**src/rtl/core/tdp_pkg.sv**
```systemverilog
package tdp_pkg;

    localparam int DEF_DATA_WIDTH = 32;
    localparam int DEF_FRAC_BITS  = 16;
    localparam int DEF_ACC_WIDTH  = 48;

    localparam int GAIN_W      = 31;
    localparam int WEIGHT_W    = 17;
    localparam int CFG_IDX_W   = 3;
    localparam int CFG_DATA_W  = 32;
    localparam int SLICE_W     = 32;
    localparam int TERM_LIM_SH = 60;

    localparam logic [WEIGHT_W-1:0] WEIGHT_ONE = WEIGHT_W'(65536);

    typedef enum logic [CFG_IDX_W-1:0] {
        CFG_PROP_GAIN        = 3'd0,
        CFG_INTEG_GAIN_DT    = 3'd1,
        CFG_DERIV_GAIN_RATE  = 3'd2,
        CFG_REF_WEIGHT_PROP  = 3'd3,
        CFG_REF_WEIGHT_DERIV = 3'd4
    } t_cfg_idx;

    typedef struct packed {
        logic [GAIN_W-1:0]   prop_gain;
        logic [GAIN_W-1:0]   integ_gain_dt;
        logic [GAIN_W-1:0]   deriv_gain_rate;
        logic [WEIGHT_W-1:0] ref_weight_prop;
        logic [WEIGHT_W-1:0] ref_weight_deriv;
    } t_cfg;

    typedef enum logic [3:0] {
        OP_NOP,
        OP_LOAD,
        OP_ESUM,
        OP_MUL,
        OP_POST_RB,
        OP_POST_RG,
        OP_DIFF,
        OP_TERM,
        OP_EMIT
    } t_op;

    typedef enum logic [1:0] {
        A_R,
        A_PD,
        A_ESUM,
        A_DD
    } t_asel;

    typedef enum logic [2:0] {
        B_PROP,
        B_INTEG,
        B_DERIV,
        B_BETA,
        B_GAMMA
    } t_bsel;

    typedef enum logic [1:0] {
        H_NONE,
        H_INPUT,
        H_MUL,
        H_OUT
    } t_hold;

    typedef logic [3:0] t_upc;

    typedef struct packed {
        t_op   op;
        t_asel asel;
        t_bsel bsel;
        t_hold hold_on;
        logic  jump;
        t_upc  target;
    } t_uword;

    typedef struct packed {
        logic in_valid;
        logic mul_last;
        logic out_busy;
    } t_stat;

    localparam t_upc UPC_IDLE    = 4'd0;
    localparam t_upc UPC_ESUM    = 4'd1;
    localparam t_upc UPC_MUL_RB  = 4'd2;
    localparam t_upc UPC_POST_RB = 4'd3;
    localparam t_upc UPC_MUL_RG  = 4'd4;
    localparam t_upc UPC_POST_RG = 4'd5;
    localparam t_upc UPC_DIFF    = 4'd6;
    localparam t_upc UPC_MUL_P   = 4'd7;
    localparam t_upc UPC_TERM_P  = 4'd8;
    localparam t_upc UPC_MUL_I   = 4'd9;
    localparam t_upc UPC_TERM_I  = 4'd10;
    localparam t_upc UPC_MUL_D   = 4'd11;
    localparam t_upc UPC_TERM_D  = 4'd12;
    localparam t_upc UPC_EMIT    = 4'd13;

    // control store: one word per step
    function automatic t_uword ucode_rom(input t_upc pc);
        t_uword w;
        w.op      = OP_NOP;
        w.asel    = A_R;
        w.bsel    = B_PROP;
        w.hold_on = H_NONE;
        w.jump    = 1'b0;
        w.target  = UPC_IDLE;
        case (pc)
            UPC_IDLE: begin
                w.op      = OP_LOAD;
                w.hold_on = H_INPUT;
            end
            UPC_ESUM:    w.op = OP_ESUM;
            UPC_MUL_RB: begin
                w.op      = OP_MUL;
                w.asel    = A_R;
                w.bsel    = B_BETA;
                w.hold_on = H_MUL;
            end
            UPC_POST_RB: w.op = OP_POST_RB;
            UPC_MUL_RG: begin
                w.op      = OP_MUL;
                w.asel    = A_R;
                w.bsel    = B_GAMMA;
                w.hold_on = H_MUL;
            end
            UPC_POST_RG: w.op = OP_POST_RG;
            UPC_DIFF:    w.op = OP_DIFF;
            UPC_MUL_P: begin
                w.op      = OP_MUL;
                w.asel    = A_PD;
                w.bsel    = B_PROP;
                w.hold_on = H_MUL;
            end
            UPC_TERM_P:  w.op = OP_TERM;
            UPC_MUL_I: begin
                w.op      = OP_MUL;
                w.asel    = A_ESUM;
                w.bsel    = B_INTEG;
                w.hold_on = H_MUL;
            end
            UPC_TERM_I:  w.op = OP_TERM;
            UPC_MUL_D: begin
                w.op      = OP_MUL;
                w.asel    = A_DD;
                w.bsel    = B_DERIV;
                w.hold_on = H_MUL;
            end
            UPC_TERM_D:  w.op = OP_TERM;
            UPC_EMIT: begin
                w.op      = OP_EMIT;
                w.hold_on = H_OUT;
                w.jump    = 1'b1;
                w.target  = UPC_IDLE;
            end
            default: begin
                w.jump   = 1'b1;
                w.target = UPC_IDLE;
            end
        endcase
        return w;
    endfunction

endpackage

```
**src/rtl/core/tdp_seq.sv**
```systemverilog
module tdp_seq
    import tdp_pkg::*;
(
    input  logic   i_clk,
    input  logic   i_rst_n,
    input  t_stat  i_stat,
    output t_uword o_uword
);

    t_upc   r_pc;
    t_upc   n_pc;
    t_uword uword;
    logic   stay;

    assign uword = ucode_rom(r_pc);

    always_comb begin
        case (uword.hold_on)
            H_INPUT: stay = !i_stat.in_valid;
            H_MUL:   stay = !i_stat.mul_last;
            H_OUT:   stay = i_stat.out_busy;
            default: stay = 1'b0;
        endcase
    end

    always_comb begin
        if (stay) begin
            n_pc = r_pc;
        end else if (uword.jump) begin
            n_pc = uword.target;
        end else begin
            n_pc = r_pc + t_upc'(1);
        end
    end

    always_ff @(posedge i_clk) begin
        if (!i_rst_n) begin
            r_pc <= UPC_IDLE;
        end else begin
            r_pc <= n_pc;
        end
    end

    assign o_uword = uword;

endmodule

```
**config.mk**
```make
export PLATFORM = sky130hd
export DESIGN_NAME = tdp_seq
export DESIGN_NICKNAME = d
export VERILOG_FILES = /design/src/rtl/core/tdp_pkg.sv /design/src/rtl/core/tdp_seq.sv
export SDC_FILE = /design/constraint.sdc
export NUM_CORES = 1
export LEC_CHECK = 0
export ABC_AREA = 1
export BUFFER_PORTS_ARGS = -buffer_cell sky130_fd_sc_hd__buf_2
export CAP_MARGIN = 10
export CORE_AREA = 10 10 49 51
export CTS_CLUSTER_SIZE = 25
export DETAILED_ROUTE_END_ITERATION = 7
export DIE_AREA = 0 0 59 61
export PLACE_DENSITY = 0.73
export SLEW_MARGIN = 5
export SYNTH_ARGS = -nofsm -noshare
export SYNTH_HDL_FRONTEND = slang
export SYNTH_SLANG_ARGS = --single-unit
```
**constraint.sdc**
```tcl
create_clock -name i_clk -period 2.92 [get_ports i_clk]
set_input_delay 0.438 -clock i_clk [delete_from_list [all_inputs] [get_ports i_clk]]
set_output_delay 0.438 -clock i_clk [all_outputs]
set_load 0.05 [all_outputs]
```
==> results of run 1 <==
## routing by layer
layer / track usage / routed length, µm / up-vias
li1: - / - / 326
met1: 0.103 / 661 / 281
met2: 0.141 / 709 / 25
met3: 0.0418 / 148 / 4
met4: 0.0689 / 39 / 0
met5: 0 / 0 / -
## path summary, 6_finish.rpt
check | start | end | cells after the start
worst max-delay path | r_pc[0] | o_uword[4] | 8
worst min-delay path | i_rst_n | r_pc[0] | 3
worst max register to register | r_pc[0] | r_pc[3] | 10
worst min register to register | r_pc[0] | r_pc[0] | 3
## layout make-up
cell class              instances  area [µm²]  share of cell area
clock buffers                   3        22.5              0.0290
inverters                      14        68.8              0.0887
multi-input cells              74         504               0.650
flip-flops and latches          4        80.1               0.103
well taps                      16        20.0              0.0258
repair buffers                 16        80.1               0.103
## cells by family (layout without fill, tap and decap cells)
logic type      count (synthesis)  count (layout)  synth area share
other cells                     1               4           0.00540
compound gates                  5               5            0.0360
flops                           4               4             0.115
simple gates                   59              59             0.571
fa+ha+maj                       4               4            0.0721
xor+xnor                        2               2            0.0252
buf+inv                        20              33             0.175
## power by group
group          internal, mW  switching [mW]  total [mW]
combinational         0.190           0.455       0.645
sequential           0.0672          0.0196      0.0868
clock                0.0463          0.0269      0.0731
## placed cells by master (no fill, tap or decap)
cell type | netlist | final
sky130_fd_sc_hd__a21oi_1 | 4 | 4
sky130_fd_sc_hd__buf_2 | 0 | 16
sky130_fd_sc_hd__bufinv_8 | 1 | 1
sky130_fd_sc_hd__clkbuf_4 | 0 | 3
sky130_fd_sc_hd__conb_1 | 1 | 4
sky130_fd_sc_hd__dfxtp_1 | 4 | 4
sky130_fd_sc_hd__ha_1 | 4 | 4
sky130_fd_sc_hd__inv_1 | 7 | 7
sky130_fd_sc_hd__inv_2 | 5 | 5
sky130_fd_sc_hd__inv_4 | 1 | 1
sky130_fd_sc_hd__nand2_1 | 17 | 17
sky130_fd_sc_hd__nand2_2 | 6 | 6
sky130_fd_sc_hd__nand2_4 | 4 | 4
sky130_fd_sc_hd__nand3_1 | 12 | 12
sky130_fd_sc_hd__nand3_2 | 3 | 3
sky130_fd_sc_hd__nand3_4 | 2 | 2
sky130_fd_sc_hd__nand3b_1 | 2 | 2
sky130_fd_sc_hd__nand4_1 | 1 | 1
sky130_fd_sc_hd__nand4_4 | 1 | 1
sky130_fd_sc_hd__nor2_1 | 6 | 6
sky130_fd_sc_hd__nor2_4 | 3 | 3
sky130_fd_sc_hd__nor2_8 | 1 | 1
sky130_fd_sc_hd__nor4_1 | 1 | 1
sky130_fd_sc_hd__o21ai_0 | 1 | 1
sky130_fd_sc_hd__xnor2_1 | 1 | 1
sky130_fd_sc_hd__xor2_1 | 1 | 1
## worst min-delay path: stages
cell and delay (ns):
sky130_fd_sc_hd__buf_2 0.11, sky130_fd_sc_hd__nand2_2 0.07, sky130_fd_sc_hd__nor2_1 0.04
## metrics by stage
stage / utilization / cells / total power [mW]
2_1_floorplan: - / 98 / 0.632
3_3_place_gp: 0.512 / 124 / 0.730
3_5_place_dp: 0.512 / 124 / 0.737
4_1_cts: 0.527 / 127 / 0.813
5_1_grt: 0.527 / 127 / 0.867
6_report: 0.527 / 127 / 0.805
==> flow_metrics.py, run 1 <==
metrics = {
    "clock_network": {
        "cts_setup_buffers": 0,
        "numCtsBuffers": 3,
        "cts_tree": "built",
        "clk_pin_slew_ns": 0.04,
        "holdBufCountCts": 0,
        "cts-htree-levels": 1,
        "cts_root_buf": "sky130_fd_sc_hd__clkbuf_4",
        "quantity_of_gates_resized_following_cts": 0,
        "clock_path_buffers": 2,
        "clock_insertion_delay_worst_skew_ns": 0.25,
        "clock_sinks": 4,
    },
    "sta": {
        "tightest_slew_ns": 0.555,
        "finalHoldViolCount": 0,
        "final_min_period_over_clock_period": 0.823,
        "finalSetupViolations": 0,
        "finalHoldWorstSlack_ns": 0.453,
        "totalNegativeSetupSlack_ns": 0,
        "slew-limit-headroom": 0.630,
        "layout_min_cycle_time_ns": 2.40,
        "timing.final.max_slew_violations": 0,
        "rsz_0062_raised_after_global_routing": "no",
        "fin_worst_skew_ns": 0.00445,
        "fin_ws_ns": 0.518,
        "fmax_mhz": 416,
    },
    "route": {
        "drt_pass1_iterations": 4,
        "initialDrtViolationCount": 13,
        "drc": 0,
        "drt-total-wl_um": 1560,
        "wire_per_inst_um": 12.3,
        "drt_via_density": 5.01,
        "antenna_violating_nets_left": 0,
        "route.vias.total": 636,
    },
    "place": {
        "detailedPlacementHpwl_um": 1290,
        "postPlaceCellArea_um2": 753,
        "globalplace.congestion": 0.824,
        "io_buffers": 16,
        "dp_slack_ns": 0.766,
    },
    "synth": {
        "synth_async_sr_flop_share": 0,
        "count_of_flip_flops_with_a_built_in_enable_after_synthesis": 0,
        "yosys_warns": 0,
        "synthFlopType": "sky130_fd_sc_hd__dfxtp_1",
        "synth.top_cells.by_count": "sky130_fd_sc_hd__nand2_1, sky130_fd_sc_hd__nand3_1, sky130_fd_sc_hd__inv_1",
        "netlist-cell-type-count": 26,
        "post-synth-top-count-cell": "sky130_fd_sc_hd__nand2_1",
        "sequential_to_total_area_share_from_yosys_stat": 0.115,
        "synth_area_per_cell_um2": 7.31,
        "postSynthRegisterBits": 4,
        "syn-cell-area_um2": 694,
        "yosysTopAreaCellShare": 0.115,
        "synth.top_cells.by_area": "sky130_fd_sc_hd__dfxtp_1, sky130_fd_sc_hd__nand2_1, sky130_fd_sc_hd__nand3_1, sky130_fd_sc_hd__ha_1, sky130_fd_sc_hd__nand2_4",
        "syn-instance-count": 95,
        "yosys.area.top_type": "sky130_fd_sc_hd__dfxtp_1",
    },
    "setup_path": {
        "critPathKind": "reg -> out",
        "path_max_fanout": 5,
        "timing.critical_path.cells": "inv_1 -> ha_1 -> bufinv_8 -> a21oi_1 -> nor2_1 -> nand2_2 -> nor2_4 -> buf_2",
        "startpoint_types": "flop",
        "max_stage_delay_ns": 0.39,
        "worst_path_max_delay_cell": "sky130_fd_sc_hd__dfxtp_1",
        "cp-end-kind": "primary output",
        "critPathRequiredTime_ns": 2.48,
        "critical_path.top_delay_family": "buffers and inverters",
        "cp.buffers_inverters": 3,
        "cp.arrival_ns": 1.96,
        "setup.reg_to_reg.worst_slack_ns": 1.20,
    },
    "finish": {
        "area.growth.synth_to_final_pct": 11.7,
        "final.fill_count": 155,
        "layout_top_registers": "r_pc x4",
        "largest_register": "r_pc",
        "layout.cell_area.non_filler_um2": 776,
        "largest_reg_flops": 4,
        "layout-drive-gt1-share": 0.414,
        "final_nets": 122,
        "antenna_cells_inserted": 0,
    },
    "power": {
        "p_leak_nw": 0.438,
        "vdd_drop_max_mv": 0.441,
        "power_density_over_the_cells_mw_per_mm2": 1040,
    },
    "job": {
        "max-cap-violations": 0,
    },
    "die": {
        "rows": 14,
        "core_area_mm2": 0.00147,
        "die_x_um": 59,
        "initial_core_util": 0.472,
        "floorplan.die_area_mm2": 0.00360,
        "io_pins": 21,
        "fp.dieH_um": 61,
    },
    "status": {
        "run_status": "completed",
    },
    "global_route": {
        "grt_util_all_layers": 0.0940,
        "global_route_wire_length_before_repair_um": 2670,
        "grt_pass1_vias": 595,
        "grt_start_max_net_pins": 12,
        "remaining_global_route_overflow": 0,
        "grt_antenna_before_repair": 0,
    },
    "min_path": {
        "holdCritPathClass": "in -> reg",
    },
}
Power figures use the tool's default switching activity.
==> run 2, diff against run 1 <==
CORE_AREA = 10 10 51 53   (was 10 10 49 51)
DIE_AREA = 0 0 61 63   (was 0 0 59 61)
PLACE_DENSITY = 0.69   (was 0.73)
clock period = 2 ns   (was 2.92 ns; I/O delays follow)
==> flow_metrics.py, run 2 (synthesis results as in run 1) <==
metrics = {
    "global_route": {
        "grt_util_all_layers": 0.0881,
        "global_route_wire_length_before_repair_um": 2810,
        "remaining_global_route_overflow": 0,
        "grt_antenna_before_repair": 0,
        "grt_start_max_net_pins": 12,
        "grt_pass1_vias": 666,
    },
    "route": {
        "wire_per_inst_um": 12.1,
        "drc": 0,
        "drt_via_density": 4.84,
        "initialDrtViolationCount": 17,
        "drt_pass1_iterations": 4,
        "route.vias.total": 668,
        "antenna_violating_nets_left": 0,
        "drt-total-wl_um": 1670,
    },
    "die": {
        "fp.dieH_um": 63,
        "io_pins": 21,
        "die_x_um": 61,
        "floorplan.die_area_mm2": 0.00384,
        "core_area_mm2": 0.00165,
        "initial_core_util": 0.420,
        "rows": 15,
    },
    "clock_network": {
        "clock_sinks": 4,
        "cts_root_buf": "sky130_fd_sc_hd__clkbuf_4",
        "cts_tree": "built",
        "numCtsBuffers": 3,
        "holdBufCountCts": 0,
        "clk_pin_slew_ns": 0.04,
        "clock_path_buffers": 2,
        "cts-htree-levels": 1,
        "clock_insertion_delay_worst_skew_ns": 0.22,
    },
    "power": {
        "combinationalPowerShare": 0.828,
        "p_leak_nw": 0.500,
        "p_sw_mw": 0.785,
        "power_report.internal_total_mw": 0.587,
        "clockPowerShare": 0.070,
        "switching_share": 0.572,
        "vdd_drop_max_mv": 0.950,
        "p_seq_frac": 0.102,
        "power_density_over_the_cells_mw_per_mm2": 1470,
    },
    "min_path": {
        "holdCritPathClass": "in -> reg",
        "source_of_the_worst_hold_timing_path": "i_rst_n",
    },
    "finish": {
        "largest_reg_flops": 4,
        "final_nets": 132,
        "layout.cells.most_common": "sky130_fd_sc_hd__nand2_1",
        "final_core_util": 0.567,
        "layout-drive-gt1-share": 0.579,
        "final.fill_count": 160,
        "most-common-layout-cells": "sky130_fd_sc_hd__nand2_1, sky130_fd_sc_hd__buf_2, sky130_fd_sc_hd__nand3_1, sky130_fd_sc_hd__buf_4, sky130_fd_sc_hd__nand2_2",
        "largest_register": "r_pc",
        "area.growth.synth_to_final_pct": 34.8,
        "layout_top_registers": "r_pc x4",
        "antenna_cells_inserted": 0,
    },
    "sta": {
        "finalHoldViolCount": 0,
        "layout_min_cycle_time_ns": 1.90,
        "final_min_period_over_clock_period": 0.951,
        "totalNegativeSetupSlack_ns": 0,
        "finalHoldWorstSlack_ns": 0.319,
        "rsz_0062_raised_after_global_routing": "no",
        "timing.final.max_slew_violations": 0,
        "fmax_mhz": 526,
        "fin_worst_skew_ns": 0.00255,
        "finalSetupViolations": 0,
    },
    "setup_path": {
        "critPathKind": "reg -> out",
        "critPathRequiredTime_ns": 1.70,
        "cp-end-kind": "primary output",
        "startpoint_types": "flop",
        "cp.arrival_ns": 1.60,
        "setup.reg_to_reg.worst_slack_ns": 0.39,
        "worst-r2r-cell-count": 12,
        "path_max_fanout": 5,
        "critical_path.reg2reg.startpoint": "r_pc[0]",
        "crit_end": "o_uword[6]",
        "startpoint": "r_pc[0]",
        "reg2reg_to": "r_pc[1]",
    },
    "job": {
        "max-cap-violations": 0,
    },
    "status": {
        "run_status": "completed",
    },
    "place": {
        "globalplace.congestion": 0.786,
        "detailedPlacementHpwl_um": 1430,
        "io_buffers": 16,
    },
}
-- run 2: cell count changes in the layout (fill, tap and decap cells not counted), sizes merged --
cell and change:
buf +9, bufinv -1, clkbuf +1, inv +1
-- run 2: cell type report --
cell class	count	area, µm²	share of cell area
Tap cell	17	21.3	0.0227
Clock buffer	3	22.5	0.0241
Inverter	14	67.6	0.0722
Multi-Input combinational cell	74	556	0.594
Timing Repair Buffer	26	180	0.193
Sequential cell	4	88.8	0.0949
-- run 2: power by group through the flow --
stage          sequential (mW)  clock [mW]  combinational (mW)
2_1_floorplan            0.114           0               0.816
3_3_place_gp             0.122           0               0.993
3_5_place_dp             0.124           0                1.00
4_1_cts                  0.126       0.101                1.05
5_1_grt                  0.144       0.103                1.24
6_report                 0.140      0.0958                1.14
-- run 2: how the worst min path moves through the flow --
stage	slack (ns)	depth (start not counted)	to
after detailed placement	0.55	3	r_pc[0]
final	0.32	3	r_pc[0]
after global routing	0.34	3	r_pc[0]
after floorplan	0.43	2	r_pc[1]
after CTS	0.32	3	r_pc[0]
after global placement	0.55	3	r_pc[0]
-- run 2: repair_timing --
action,in CTS,in global routing
pin swaps,2,6
hold endpoints to repair,0,0
gates resized for setup,8,19
endpoints found under the setup margin,5,5
setup buffers,0,3
-- run 2: metrics by stage --
step | cells | power (mW) | instance area (µm²) | setup WS (ns)
final | 138 | 1.37 | 936 | 0.0982
after global routing | 138 | 1.48 | 936 | 0.0144
after CTS | 135 | 1.27 | 860 | 0.00861
after detailed placement | 132 | 1.13 | 815 | 0.0512
after global placement | 132 | 1.11 | 815 | 0.108
after floorplan | 98 | 0.929 | 713 | -0.00421
-- run 2: routing by layer --
metal  vias up  part of all wire  GRT usage
met3         0             0.080     0.0285
met1       301              0.39      0.101
met2        16              0.53      0.159
met5         -                 0          0
li1        351                 -          -
met4         0                 0          0
-- run 2: critical path, stage by stage (launching register included) --
cell	delay [ns]
sky130_fd_sc_hd__dfxtp_4	0.37
sky130_fd_sc_hd__inv_4	0.05
sky130_fd_sc_hd__ha_2	0.21
sky130_fd_sc_hd__nand2_2	0.13
sky130_fd_sc_hd__nand2_4	0.07
sky130_fd_sc_hd__buf_4	0.15
sky130_fd_sc_hd__nor2_8	0.10
sky130_fd_sc_hd__nand3_4	0.08
sky130_fd_sc_hd__buf_4	0.20
